File: config.mk
export PLATFORM = sky130hd
export DESIGN_NAME = multichannel_moving_average_flat
export DESIGN_NICKNAME = d
export VERILOG_FILES = /design/src/design/mma_pkg.sv /design/src/design/mma_if.sv /design/src/design/mma_divider.sv /design/src/design/multichannel_moving_average.sv /design/src/flat_wrapper.sv
export SDC_FILE = /design/constraint.sdc
export NUM_CORES = 1
export LEC_CHECK = 0
export BUFFER_PORTS_ARGS = -buffer_cell sky130_fd_sc_hd__buf_2
export CORE_ASPECT_RATIO = 1.1
export CORE_MARGIN = 1.5
export CORE_UTILIZATION = 35
export CTS_CLUSTER_SIZE = 14
export DETAILED_ROUTE_END_ITERATION = 10
export PLACE_DENSITY_LB_ADDON = 0.05
export SLEW_MARGIN = 20
export SYNTH_ARGS = -nofsm -noshare
export SYNTH_HDL_FRONTEND = slang
export SYNTH_SLANG_ARGS = --single-unit
File: constraint.sdc
create_clock -name clk_i -period 11.4 [get_ports clk_i]
set_clock_uncertainty 0.05 [all_clocks]
set_input_delay 2.28 -clock clk_i [delete_from_list [all_inputs] [get_ports clk_i]]
set_output_delay 2.28 -clock clk_i [all_outputs]
set_load 0.05 [all_outputs]
File: src/design/mma_pkg.sv
// Shared constants and types for the multichannel moving average block.
// No dependencies; every other file of the block uses this package.
`default_nettype none

package mma_pkg;

  // Configuration of the filter.
  localparam int Channels   = 2;
  localparam int Window     = 8;
  localparam int SampleBits = 12;

  // Fixed field widths.
  localparam int ChannelBits = 1;
  localparam int AverageBits = 12;

  // Derived widths.
  localparam int ChanIdxBits  = (Channels > 1) ? $clog2(Channels) : 1;
  localparam int PosBits      = $clog2(Window);
  localparam int CountBits    = $clog2(Window + 1);
  localparam int SumBits      = SampleBits + $clog2(Window);
  localparam int RingDepth    = Channels * Window;
  localparam int RingAddrBits = $clog2(RingDepth);
  localparam int StepBits     = $clog2(SumBits + 1);

  // Request to the divider.
  typedef struct packed {
    logic                 start;
    logic [SumBits-1:0]   dividend;
    logic [CountBits-1:0] divisor;
  } div_req_t;

  // Response from the divider.
  typedef struct packed {
    logic               done;
    logic [SumBits-1:0] quotient;
  } div_rsp_t;

endpackage

`default_nettype wire

File: src/design/mma_if.sv
// Valid/ready channel interfaces for the sample input and the average output.
// Depends on mma_pkg for the field widths.
`default_nettype none

interface mma_in_if;
  logic                            valid;
  logic                            ready;
  logic [mma_pkg::ChannelBits-1:0] channel;
  logic [mma_pkg::SampleBits-1:0]  sample;

  modport source (output valid, output channel, output sample, input ready);
  modport sink   (input valid, input channel, input sample, output ready);
endinterface

interface mma_out_if;
  logic                            valid;
  logic                            ready;
  logic [mma_pkg::AverageBits-1:0] average;

  modport source (output valid, output average, input ready);
  modport sink   (input valid, input average, output ready);
endinterface

`default_nettype wire

File: src/design/mma_divider.sv
// Restoring divider, one quotient bit per cycle: running sum by sample count.
// Depends on mma_pkg for widths and the request/response structs.
`default_nettype none

module mma_divider (
  input  logic              clk_i,
  input  logic              rst_ni,
  input  mma_pkg::div_req_t req_i,
  output mma_pkg::div_rsp_t rsp_o
);

  logic [mma_pkg::SumBits-1:0]   quot_q, quot_d;
  logic [mma_pkg::CountBits-1:0] rem_q, rem_d;
  logic [mma_pkg::CountBits-1:0] divisor_q, divisor_d;
  logic [mma_pkg::StepBits-1:0]  step_q, step_d;
  logic                          busy_q, busy_d;
  logic                          done_q, done_d;

  logic [mma_pkg::CountBits:0] trial;
  logic                        fits;

  // Shift next dividend bit into the partial remainder and try a subtract.
  assign trial = {rem_q, quot_q[mma_pkg::SumBits-1]};
  assign fits  = (trial >= {1'b0, divisor_q});

  always_comb begin
    quot_d    = quot_q;
    rem_d     = rem_q;
    divisor_d = divisor_q;
    step_d    = step_q;
    busy_d    = busy_q;
    done_d    = 1'b0;
    if (req_i.start) begin
      quot_d    = req_i.dividend;
      rem_d     = '0;
      divisor_d = req_i.divisor;
      step_d    = mma_pkg::StepBits'(mma_pkg::SumBits);
      busy_d    = 1'b1;
    end else if (busy_q) begin
      if (fits) begin
        rem_d = mma_pkg::CountBits'(trial - {1'b0, divisor_q});
      end else begin
        rem_d = trial[mma_pkg::CountBits-1:0];
      end
      quot_d = {quot_q[mma_pkg::SumBits-2:0], fits};
      step_d = step_q - 1'b1;
      if (step_q == mma_pkg::StepBits'(1)) begin
        busy_d = 1'b0;
        done_d = 1'b1;
      end
    end
  end

  always_ff @(posedge clk_i or negedge rst_ni) begin
    if (!rst_ni) begin
      step_q <= '0;
      busy_q <= 1'b0;
      done_q <= 1'b0;
    end else begin
      step_q <= step_d;
      busy_q <= busy_d;
      done_q <= done_d;
    end
  end

  always_ff @(posedge clk_i) begin
    quot_q    <= quot_d;
    rem_q     <= rem_d;
    divisor_q <= divisor_d;
  end

  assign rsp_o.done     = done_q;
  assign rsp_o.quotient = quot_q;

endmodule

`default_nettype wire

File: src/design/multichannel_moving_average.sv
// Multichannel boxcar moving average: per-channel ring, running sum and mean.
// Depends on mma_pkg, mma_if (channel interfaces) and mma_divider.
// Flow: the input transfer reads the ring, the update state adds the sample and
//   starts the divider, which resolves one quotient bit per cycle; the mean then
//   goes to the output register. The block takes one sample at a time.
// Reset: asynchronous, active low; clears sums, ring positions and fill counts.
//   The ring memory itself is not cleared: slots not yet written count as zero.
`default_nettype none

module multichannel_moving_average (
  input  logic            clk_i,
  input  logic            rst_ni,
  mma_in_if.sink          in_i,
  mma_out_if.source       out_o
);

  // Sequencer states.
  typedef enum logic [3:0] {
    StIdle    = 4'b0001,  // ready for a sample; ring read issued on transfer
    StUpdate  = 4'b0010,  // update sum, ring, position, count; start divider
    StDivide  = 4'b0100,  // wait for the divider
    StDeliver = 4'b1000   // hand the mean to the output register
  } state_e;

  localparam logic [mma_pkg::PosBits-1:0]   LastPos   = mma_pkg::PosBits'(mma_pkg::Window - 1);
  localparam logic [mma_pkg::CountBits-1:0] WindowCnt = mma_pkg::CountBits'(mma_pkg::Window);

  state_e state_q, state_d;

  // Per-channel state, held in flops.
  logic [mma_pkg::SumBits-1:0]   sum_q  [mma_pkg::Channels];
  logic [mma_pkg::PosBits-1:0]   pos_q  [mma_pkg::Channels];
  logic [mma_pkg::CountBits-1:0] seen_q [mma_pkg::Channels];

  // Sample ring for all channels, addressed channel * Window + position.
  logic [mma_pkg::SampleBits-1:0] ring_mem [mma_pkg::RingDepth];
  logic [mma_pkg::SampleBits-1:0] rd_data_q;

  // Captured item.
  logic [mma_pkg::ChanIdxBits-1:0]  ch_q;
  logic [mma_pkg::SampleBits-1:0]   sample_q;
  logic [mma_pkg::RingAddrBits-1:0] addr_q;

  // Output register.
  logic                            out_valid_q, out_valid_d;
  logic [mma_pkg::AverageBits-1:0] avg_q;

  logic                             in_xfer;
  logic                             out_free;
  logic [mma_pkg::ChanIdxBits-1:0]  ch_in;
  logic [mma_pkg::RingAddrBits-1:0] rd_addr;
  logic                             warm;
  logic [mma_pkg::SampleBits-1:0]   old_smp;
  logic [mma_pkg::SumBits-1:0]      new_sum;
  logic [mma_pkg::PosBits-1:0]      new_pos;
  logic [mma_pkg::CountBits-1:0]    new_seen;
  logic                             load_out;

  mma_pkg::div_req_t div_req;
  mma_pkg::div_rsp_t div_rsp;

  assign in_i.ready = (state_q == StIdle);
  assign in_xfer    = in_i.valid && in_i.ready;
  assign out_free   = !out_valid_q || out_o.ready;

  // Channel number reduced to the configured channel count.
  assign ch_in = (mma_pkg::Channels > 1) ? mma_pkg::ChanIdxBits'(in_i.channel) : '0;

  assign rd_addr = mma_pkg::RingAddrBits'(int'(ch_in) * mma_pkg::Window + int'(pos_q[ch_in]));

  // While a channel is still filling, the slot being replaced was never
  // written and counts as zero.
  assign warm    = (seen_q[ch_q] < WindowCnt);
  assign old_smp = warm ? '0 : rd_data_q;
  assign new_sum = sum_q[ch_q] - mma_pkg::SumBits'(old_smp) + mma_pkg::SumBits'(sample_q);
  assign new_pos = (pos_q[ch_q] == LastPos) ? '0 : pos_q[ch_q] + 1'b1;
  assign new_seen = warm ? seen_q[ch_q] + 1'b1 : seen_q[ch_q];

  assign div_req.start    = (state_q == StUpdate);
  assign div_req.dividend = new_sum;
  assign div_req.divisor  = new_seen;

  mma_divider u_divider (
    .clk_i  (clk_i),
    .rst_ni (rst_ni),
    .req_i  (div_req),
    .rsp_o  (div_rsp)
  );

  assign load_out = (state_q == StDeliver) && out_free;

  // Sequencer.
  always_comb begin
    state_d = state_q;
    unique case (state_q)
      StIdle: begin
        if (in_xfer) state_d = StUpdate;
      end
      StUpdate: begin
        state_d = StDivide;
      end
      StDivide: begin
        if (div_rsp.done) state_d = StDeliver;
      end
      StDeliver: begin
        if (out_free) state_d = StIdle;
      end
      default: begin
        state_d = StIdle;
      end
    endcase
  end

  // Output valid: set when the mean is loaded, cleared on the output transfer.
  always_comb begin
    out_valid_d = out_valid_q;
    if (out_o.ready) out_valid_d = 1'b0;
    if (load_out) out_valid_d = 1'b1;
  end

  always_ff @(posedge clk_i or negedge rst_ni) begin
    if (!rst_ni) begin
      state_q     <= StIdle;
      out_valid_q <= 1'b0;
      for (int i = 0; i < mma_pkg::Channels; i++) begin
        sum_q[i]  <= '0;
        pos_q[i]  <= '0;
        seen_q[i] <= '0;
      end
    end else begin
      state_q     <= state_d;
      out_valid_q <= out_valid_d;
      if (state_q == StUpdate) begin
        sum_q[ch_q]  <= new_sum;
        pos_q[ch_q]  <= new_pos;
        seen_q[ch_q] <= new_seen;
      end
    end
  end

  // Payload registers.
  always_ff @(posedge clk_i) begin
    if (in_xfer) begin
      ch_q     <= ch_in;
      sample_q <= in_i.sample;
      addr_q   <= rd_addr;
    end
    if (load_out) begin
      avg_q <= mma_pkg::AverageBits'(div_rsp.quotient);
    end
  end

  // Ring memory: read the slot to be replaced on the input transfer,
  // write the new sample during the update cycle.
  always_ff @(posedge clk_i) begin
    if (in_xfer) begin
      rd_data_q <= ring_mem[rd_addr];
    end
    if (state_q == StUpdate) begin
      ring_mem[addr_q] <= sample_q;
    end
  end

  assign out_o.valid   = out_valid_q;
  assign out_o.average = avg_q;

endmodule

`default_nettype wire

File: src/flat_wrapper.sv
// flat-port wrapper written by rule: the top's interface ports become plain ports
module multichannel_moving_average_flat 
  (clk_i, rst_ni, in_i_valid, in_i_channel, in_i_sample, in_i_ready, out_o_valid, out_o_average, out_o_ready);
  mma_in_if in_i_i ();
  mma_out_if out_o_i ();
  input  logic clk_i;
  input  logic rst_ni;
  input wire logic [$bits(in_i_i.valid)-1:0] in_i_valid;
  input wire logic [$bits(in_i_i.channel)-1:0] in_i_channel;
  input wire logic [$bits(in_i_i.sample)-1:0] in_i_sample;
  output wire logic [$bits(in_i_i.ready)-1:0] in_i_ready;
  output wire logic [$bits(out_o_i.valid)-1:0] out_o_valid;
  output wire logic [$bits(out_o_i.average)-1:0] out_o_average;
  input wire logic [$bits(out_o_i.ready)-1:0] out_o_ready;
  assign in_i_i.valid = in_i_valid;
  assign in_i_i.channel = in_i_channel;
  assign in_i_i.sample = in_i_sample;
  assign in_i_ready = in_i_i.ready;
  assign out_o_valid = out_o_i.valid;
  assign out_o_average = out_o_i.average;
  assign out_o_i.ready = out_o_ready;
  multichannel_moving_average u_core (.clk_i(clk_i), .rst_ni(rst_ni), .in_i(in_i_i), .out_o(out_o_i));
endmodule
==> results of run 1 <==
[flip-flops by register name (all words and copies together) (netlist names)]
register	flops
u_core.ring_mem	192
u_core.sum_q	30
u_core.u_divider.quot_q	15
u_core.out_o.average	12
u_core.rd_data_q	12
u_core.sample_q	12
u_core.seen_q	8
u_core.pos_q	6
u_core.addr_q	4
u_core.state_q	4
u_core.u_divider.divisor_q	4
u_core.u_divider.rem_q	4
u_core.u_divider.step_q	4
u_core.out_o.valid	1
u_core.u_divider.busy_q	1
u_core.u_divider.done_q	1
[layout make-up]
class | count | area share [%]
Multi-Input combinational cell | 668 | 27.36
Clock buffer | 44 | 6.208
Tap cell | 500 | 4.042
Sequential cell | 310 | 58.11
Inverter | 61 | 1.479
Timing Repair Buffer | 48 | 1.843
Clock inverter | 18 | 0.9538
[kinds of logic after synthesis]
family | share of synthesized area, %
AOI/OAI and AO/OA | 6.604
xor gates and xnor gates | 1.227
adders and majority gates | 4.040
buffers and inverters | 3.468
DFF | 66.31
muxes | 4.529
and+or+nand+nor | 13.83
[cells in the final DEF, fill, tap and decap left out, types with 8 or more instances in the layout]
master,synthesis,routed
dfrtp_1,54,54
mux4_2,12,12
ha_1,23,23
and3_1,50,50
a21o_1,8,8
nor2b_1,16,16
a21oi_1,17,17
buf_2,18,30
clkinv_1,0,8
fa_1,13,13
inv_1,60,59
nor2_1,23,19
buf_4,1,18
clkbuf_16,0,36
xnor2_1,13,13
mux2_2,9,9
o21ai_0,50,50
a31oi_1,53,53
mux2i_1,22,21
nand3_1,9,9
edfxtp_1,251,251
nand2_1,275,275
[worst register-to-register path, delay by kind of cell (launching register included)]
kind                     cells  cell delay [ns]
flip-flops                   1             0.32
multiplexers                 2             0.53
buffers and inverters        3             0.67
adder cells (fa/ha/maj)      2             1.00
AO/OA/AOI/OAI                4             1.33
AND/OR/NAND/NOR              1             0.10
[metal layers]
metal / global-route usage [%] / share of wire [%]
met4: 4.779 / 1.9
met1: 22.39 / 46
met3: 2.475 / 2.8
met5: 0 / 0
met2: 28.90 / 49
[worst max path at each step]
stage	endpoint	slack [ns]
detailed placement	u_core.rd_data_q[2]$_DFFE_PP_	5.64
global route	u_core.rd_data_q[3]$_DFFE_PP_	5.99
finish	u_core.rd_data_q[3]$_DFFE_PP_	6.26
global placement	u_core.rd_data_q[4]$_DFFE_PP_	5.67
CTS	u_core.rd_data_q[3]$_DFFE_PP_	6.20
floorplan	u_core.rd_data_q[0]$_DFFE_PP_	7.38
[through the flow]
stage | cell area (sq um) | hold slack, ns
floorplan | 13570 | 0.3722
global placement | 14360 | 0.3849
detailed placement | 14370 | 0.3883
CTS | 15480 | 0.3980
global route | 15480 | 0.4191
finish | 15480 | 0.3979
[power groups by stage]
stage	logic, mW	clock network (mW)	registers (mW)
3_5_place_dp	1.50	0	1.63
5_1_grt	1.67	1.16	1.64
4_1_cts	1.51	1.12	1.61
6_report	1.48	1.09	1.61
2_1_floorplan	1.11	0	1.57
3_3_place_gp	1.49	0	1.63
==> results.txt, run 1 <==
Critical path's top delay family: buffers and inverters
Num CTS Buffers: 36
GRT Total Usage: 16.94%
Critical Path RT: 11.60 ns
CP Capture Type: flop
Leak: 6.006 nW
Final Slew Violations: 0
Clock share of power: 26.0%
Worst R2R Start: u_core.addr_q[3]$_DFFE_PP_
Crit path depth: 9
Routed via count: 8,120
Setup crit start kind: input port
RSZ-0062 raised after global routing: no
Sw Share: 36.28%
Root buffer cell: clkbuf_16
Largest net degree at the start of global routing: 57
Total power: 4.174 mW
Row count: 75
GPL Wtd Cong: 0.7329
Max Buffers Root-to-Sink: 3
Synth-to-Final Area Change: 14.10%
Max VDD drop: 120.4 uV
Power per standard cell area: 269.7 nW/um^2
IO Count: 31
Antenna violations before repair: 0
Worst skew pair latency: 0.53 ns
Placed Cells: 1,587
Unique masters post-synth: 53
Fin. Hold Viols: 0
Critical path, cell by cell: buf_2 > mux2i_4 > buf_4 > inv_2 > buf_4 > nand2_1 > and3_1 > a31oi_1 > mux4_2
Die area: 39,950 sq um
H-tree levels: 2
Syn avg cell area: 12.38 sq um
Post_cts resized: 0
CP arrival: 5.34 ns
Post-synthesis sequential area ratio: 66.31%
Max_slew headroom: 26.89%
Ant. Diodes: 0
Syn nets: 1,149
Crit-path most repeated cell: buf_4
Post-Route Setup TNS: 0 ns
Worst Setup Slack, final: 6.259 ns
Worst Path Class, Setup: input port to flop
Fill count: 3,601
Antenna viol nets, final: 0
Sequential share of power: 38.6%
Yosys top cell area share: 55.56%
Most instantiated cells after synthesis: nand2_1, edfxtp_1, inv_1
Post-Syn Instances: 1,096
1st-iter DRT viols: 496
Synth area leader: edfxtp_1
Final period utilization: 45.10%
Post-Layout Cell Count: 1,649
Via density: 4.924
Max cap viols: 0
WL/cell: 19.93 microns
Buf/Inv on CP: 4
Critical Path Max Stage Delay: 0.51 ns
CP Max Fanout: 56
Hold Path Cell Cnt: 0
NumNets Final: 1,178
Internal: 2.660 mW
Flop2flop setup slack: 7.27 ns
Worst Hold Path EP: u_core.out_o.average[0]$_DFFE_PP_
Asr flop ratio synth: 17.74%
Dpl ws: 5.642 ns
Net Switching: 1.514 mW
Clock Sinks: 310
FF+latch area: 8995 sq um
CORE AREA: 38,190 sq um
Initial Util: 35.52%
Reg2reg end: u_core.u_divider.quot_q[9]$_DFFE_PP_
Die X: 190.7 microns
Ranking of synthesized cells by area: edfxtp_1, dfrtp_1, nand2_1
Setup Buffers After CTS: 0
F_max: 194.5 MHz
Worst Hold Class: flop to flop
Clock transition at path regs: 0.06 ns
Post-DP HPWL: 19,600 microns
Port Buf Inserts: 30
Cell with the most instances after synthesis: nand2_1
Status: finished, final reports clean
CP max-delay cell: buf_2
Hold_sp: u_core.u_divider.quot_q[0]$_DFFE_PP_
Share of cells above drive strength 1: 12.53%
Worst r2r path cells: 12
Post-synth top flop: edfxtp_1
CTS tree: built
Final Util: 40.53%
Gr ovfl total: 0
Hold buffers post-CTS: 0
Drt drc: 0
Setup crit start: in_i_channel
Yosys warnings: 0
Synthesis-stage register bit count: 310
Slew @ Worst Pin: 1.093 ns
Mapped Area: 13,570 sq um
Die Span Y: 209.5 microns
Crit path time final: 5.141 ns
Logic pwr share: 35.4%
Setup Viol. Count Final: 0
Vias in the first global route: 8,228
Multi-input gate area: 4235 sq um
Post-synth EDFFs: 251
Final WL: 32,870 microns
First-pass GRT wire length: 50,540 microns
DRT Pass-1 Iters: 5
Power figures use the tool's default switching activity.
==> run 2, diff against run 1 <==
==> constraint.sdc (replaced) <==
create_clock -name clk_i -period 5.3 [get_ports clk_i]
set_clock_uncertainty 0.05 [all_clocks]
set_input_delay 1.06 -clock clk_i [delete_from_list [all_inputs] [get_ports clk_i]]
set_output_delay 1.06 -clock clk_i [all_outputs]
set_load 0.05 [all_outputs]
==> run 2 against run 1 <==
Combinational power rose by 120%. Sequential power rose by 110%. First-iteration DRC count rose by 14%. Wire length rose by 2.9%. Final area rose by 0.59%. Critical path depth rose by 1. Final cell count rose by 0.85%. Clock power rose by 130%. Count of clock-buffer cells in the layout did not move. Via count rose by 2.7%. Hold slack improved by 0.0061 ns. Core utilization rose by 0.24 points. Critical path type is now flop to flop.
==> results.txt, run 2 (synthesis gave the netlist of run 1 again) <==
Setup crit start kind: flop
NumNets Final: 1,191 (+1.1%)
Die Span Y: 209.5 microns (unchanged)
Crit path time final: 3.812 ns
Max FFs per register: 192 (unchanged)
Vias in the first global route: 8,222 (-0.073%)
F_max: 262.3 MHz
CP arrival: 4.16 ns (-1.18 ns)
Most frequent cells in the layout: nand2_1, edfxtp_1, inv_1, dfrtp_1, a31oi_1
Max VDD drop: 292.8 uV (+140%)
CP Max Fanout: 22 (-61%)
Antenna viol nets, final: 0 (unchanged)
Fin. Hold Viols: 0 (unchanged)
Final Slew Violations: 0 (unchanged)
Gr ovfl total: 0 (unchanged)
Leak: 6.056 nW (+0.83%)
1st-iter DRT viols: 567 (+14%)
Status: finished, final reports clean
WL/cell: 20.34 microns (+2.1%)
Routed via count: 8,336 (+2.7%)
Synth-to-Final Area Change: 14.78%
Largest net degree at the start of global routing: 60 (+5.3%)
Fill count: 3,662 (+1.7%)
Worst Path Class, Setup: flop to flop
First-pass GRT wire length: 51,850 microns (+2.6%)
Top flop regs: u_core.ring_mem x192, u_core.sum_q x30, u_core.u_divider.quot_q x15
Clock transition at path regs: 0.06 ns (about the same)
Critical Path RT: 5.64 ns (-5.96 ns)
DRT Pass-1 Iters: 5 (unchanged)
Num CTS Buffers: 37 (+2.8%)
Max_slew headroom: 28.61% (+1.7 points)
Slew @ Worst Pin: 1.071 ns (-0.02229 ns)
Final WL: 33,830 microns (+2.9%)
CP Capture Type: flop
CTS tree: built
CORE AREA: 38,190 sq um (unchanged)
Port Buf Inserts: 30 (unchanged)
Power per standard cell area: 585.0 nW/um^2 (+120%)
Top reg by flops: u_core.ring_mem
Critical Path Max Stage Delay: 0.63 ns (+0.12 ns)
RSZ-0062 raised after global routing: no
Total power: 9.109 mW (+120%)
Max Buffers Root-to-Sink: 3 (unchanged)
Die area: 39,950 sq um (unchanged)
Setup Buffers After CTS: 0 (unchanged)
H-tree levels: 2 (unchanged)
Clock Sinks: 310 (unchanged)
Post-Route Setup TNS: 0 ns (unchanged)
Ant. Diodes: 0 (unchanged)
Worst skew pair latency: 0.53 ns (about the same)
Initial Util: 35.52% (unchanged)
Final period utilization: 71.92%
IO Count: 31 (unchanged)
Commonest non-fill, non-tap cell in the layout: nand2_1
Row count: 75 (unchanged)
Antenna violations before repair: 0 (unchanged)
GPL Wtd Cong: 0.7450 (+1.7%)
Max cap viols: 0 (unchanged)
Critical path, cell by cell: buf_4 > mux2i_1 > fa_1 > inv_1 > ha_1 > a21o_1 > a22oi_1 > o31ai_1 > a311oi_1 > mux2_2
Setup Viol. Count Final: 0 (unchanged)
Die X: 190.7 microns (unchanged)
Worst Hold Class: flop to flop
Hold buffers post-CTS: 0 (unchanged)
Share of cells above drive strength 1: 13.16% (+0.62 points)
Drt drc: 0 (unchanged)
Post-DP HPWL: 19,530 microns (-0.35%)
Via density: 5.013 (+1.8%)
Root buffer cell: clkbuf_16
Post_cts resized: 0 (unchanged)
CP max-delay cell: a311oi_1
GRT Total Usage: 17.53% (+0.59 points)
## run 2: final timing paths
path / startpoint / to / slack [ns] / depth (start not counted)
max: u_core.addr_q[3]$_DFFE_PP_ / u_core.u_divider.quot_q[9]$_DFFE_PP_ / 1.49 / 10
min: u_core.u_divider.quot_q[1]$_DFFE_PP_ / u_core.out_o.average[1]$_DFFE_PP_ / 0.40 / 0
max reg2reg: u_core.addr_q[3]$_DFFE_PP_ / u_core.u_divider.quot_q[9]$_DFFE_PP_ / 1.49 / 10
min reg2reg: u_core.u_divider.quot_q[1]$_DFFE_PP_ / u_core.out_o.average[1]$_DFFE_PP_ / 0.40 / 0
max in group asynchronous: rst_ni / u_core.sum_q[17]$_DFFE_PN0P_ / 4.02 / 2
min in group asynchronous: rst_ni / u_core.u_divider.step_q[3]$_DFFE_PN0P_ / 0.64 / 2
## run 2: layout make-up
cell class	instances	area (sq um)	share of cell area [%]
sequential	310	8995	57.77
clock buffer	44	952.2	6.115
tap	500	625.6	4.018
multi-input combinational	668	4173	26.80
timing repair buffer	60	387.9	2.491
inverter	61	229.0	1.471
clock inverter	20	207.7	1.334
## run 2: critical path: cells and delay by family, from the launching register on
kind / cells / cell delay, ns
AO/OA/AOI/OAI: 4 / 1.32
flip-flops: 1 / 0.43
multiplexers: 2 / 0.44
buffers and inverters: 2 / 0.45
adder cells (fa/ha/maj): 2 / 0.97
## run 2: metal layers
layer,track usage [%],up-vias,wire [microns]
met3,2.793,49,1332
met5,0,-,0
li1,-,3984,-
met2,28.35,154,15950
met1,24.33,4149,15740
met4,5.105,0,809
## run 2: where the power goes
part | switching [mW] | internal [mW] | total (mW)
combinational | 2.01 | 1.19 | 3.19
sequential | 0.287 | 3.16 | 3.45
clock | 0.988 | 1.48 | 2.46
## run 2: through the flow
step / hold slack, ns / instances / util (%) / setup slack (ns) / instance area, sq um
after floorplan: 0.3722 / 1096 / - / 1.406 / 13570
after global placement: 0.3876 / 1599 / 37.73 / 1.468 / 14410
after detailed placement: 0.3922 / 1599 / 37.73 / 1.437 / 14410
after CTS: 0.4069 / 1663 / 40.77 / 1.483 / 15570
after global routing: 0.4127 / 1663 / 40.77 / 1.133 / 15570
final: 0.4040 / 1663 / 40.77 / 1.488 / 15570
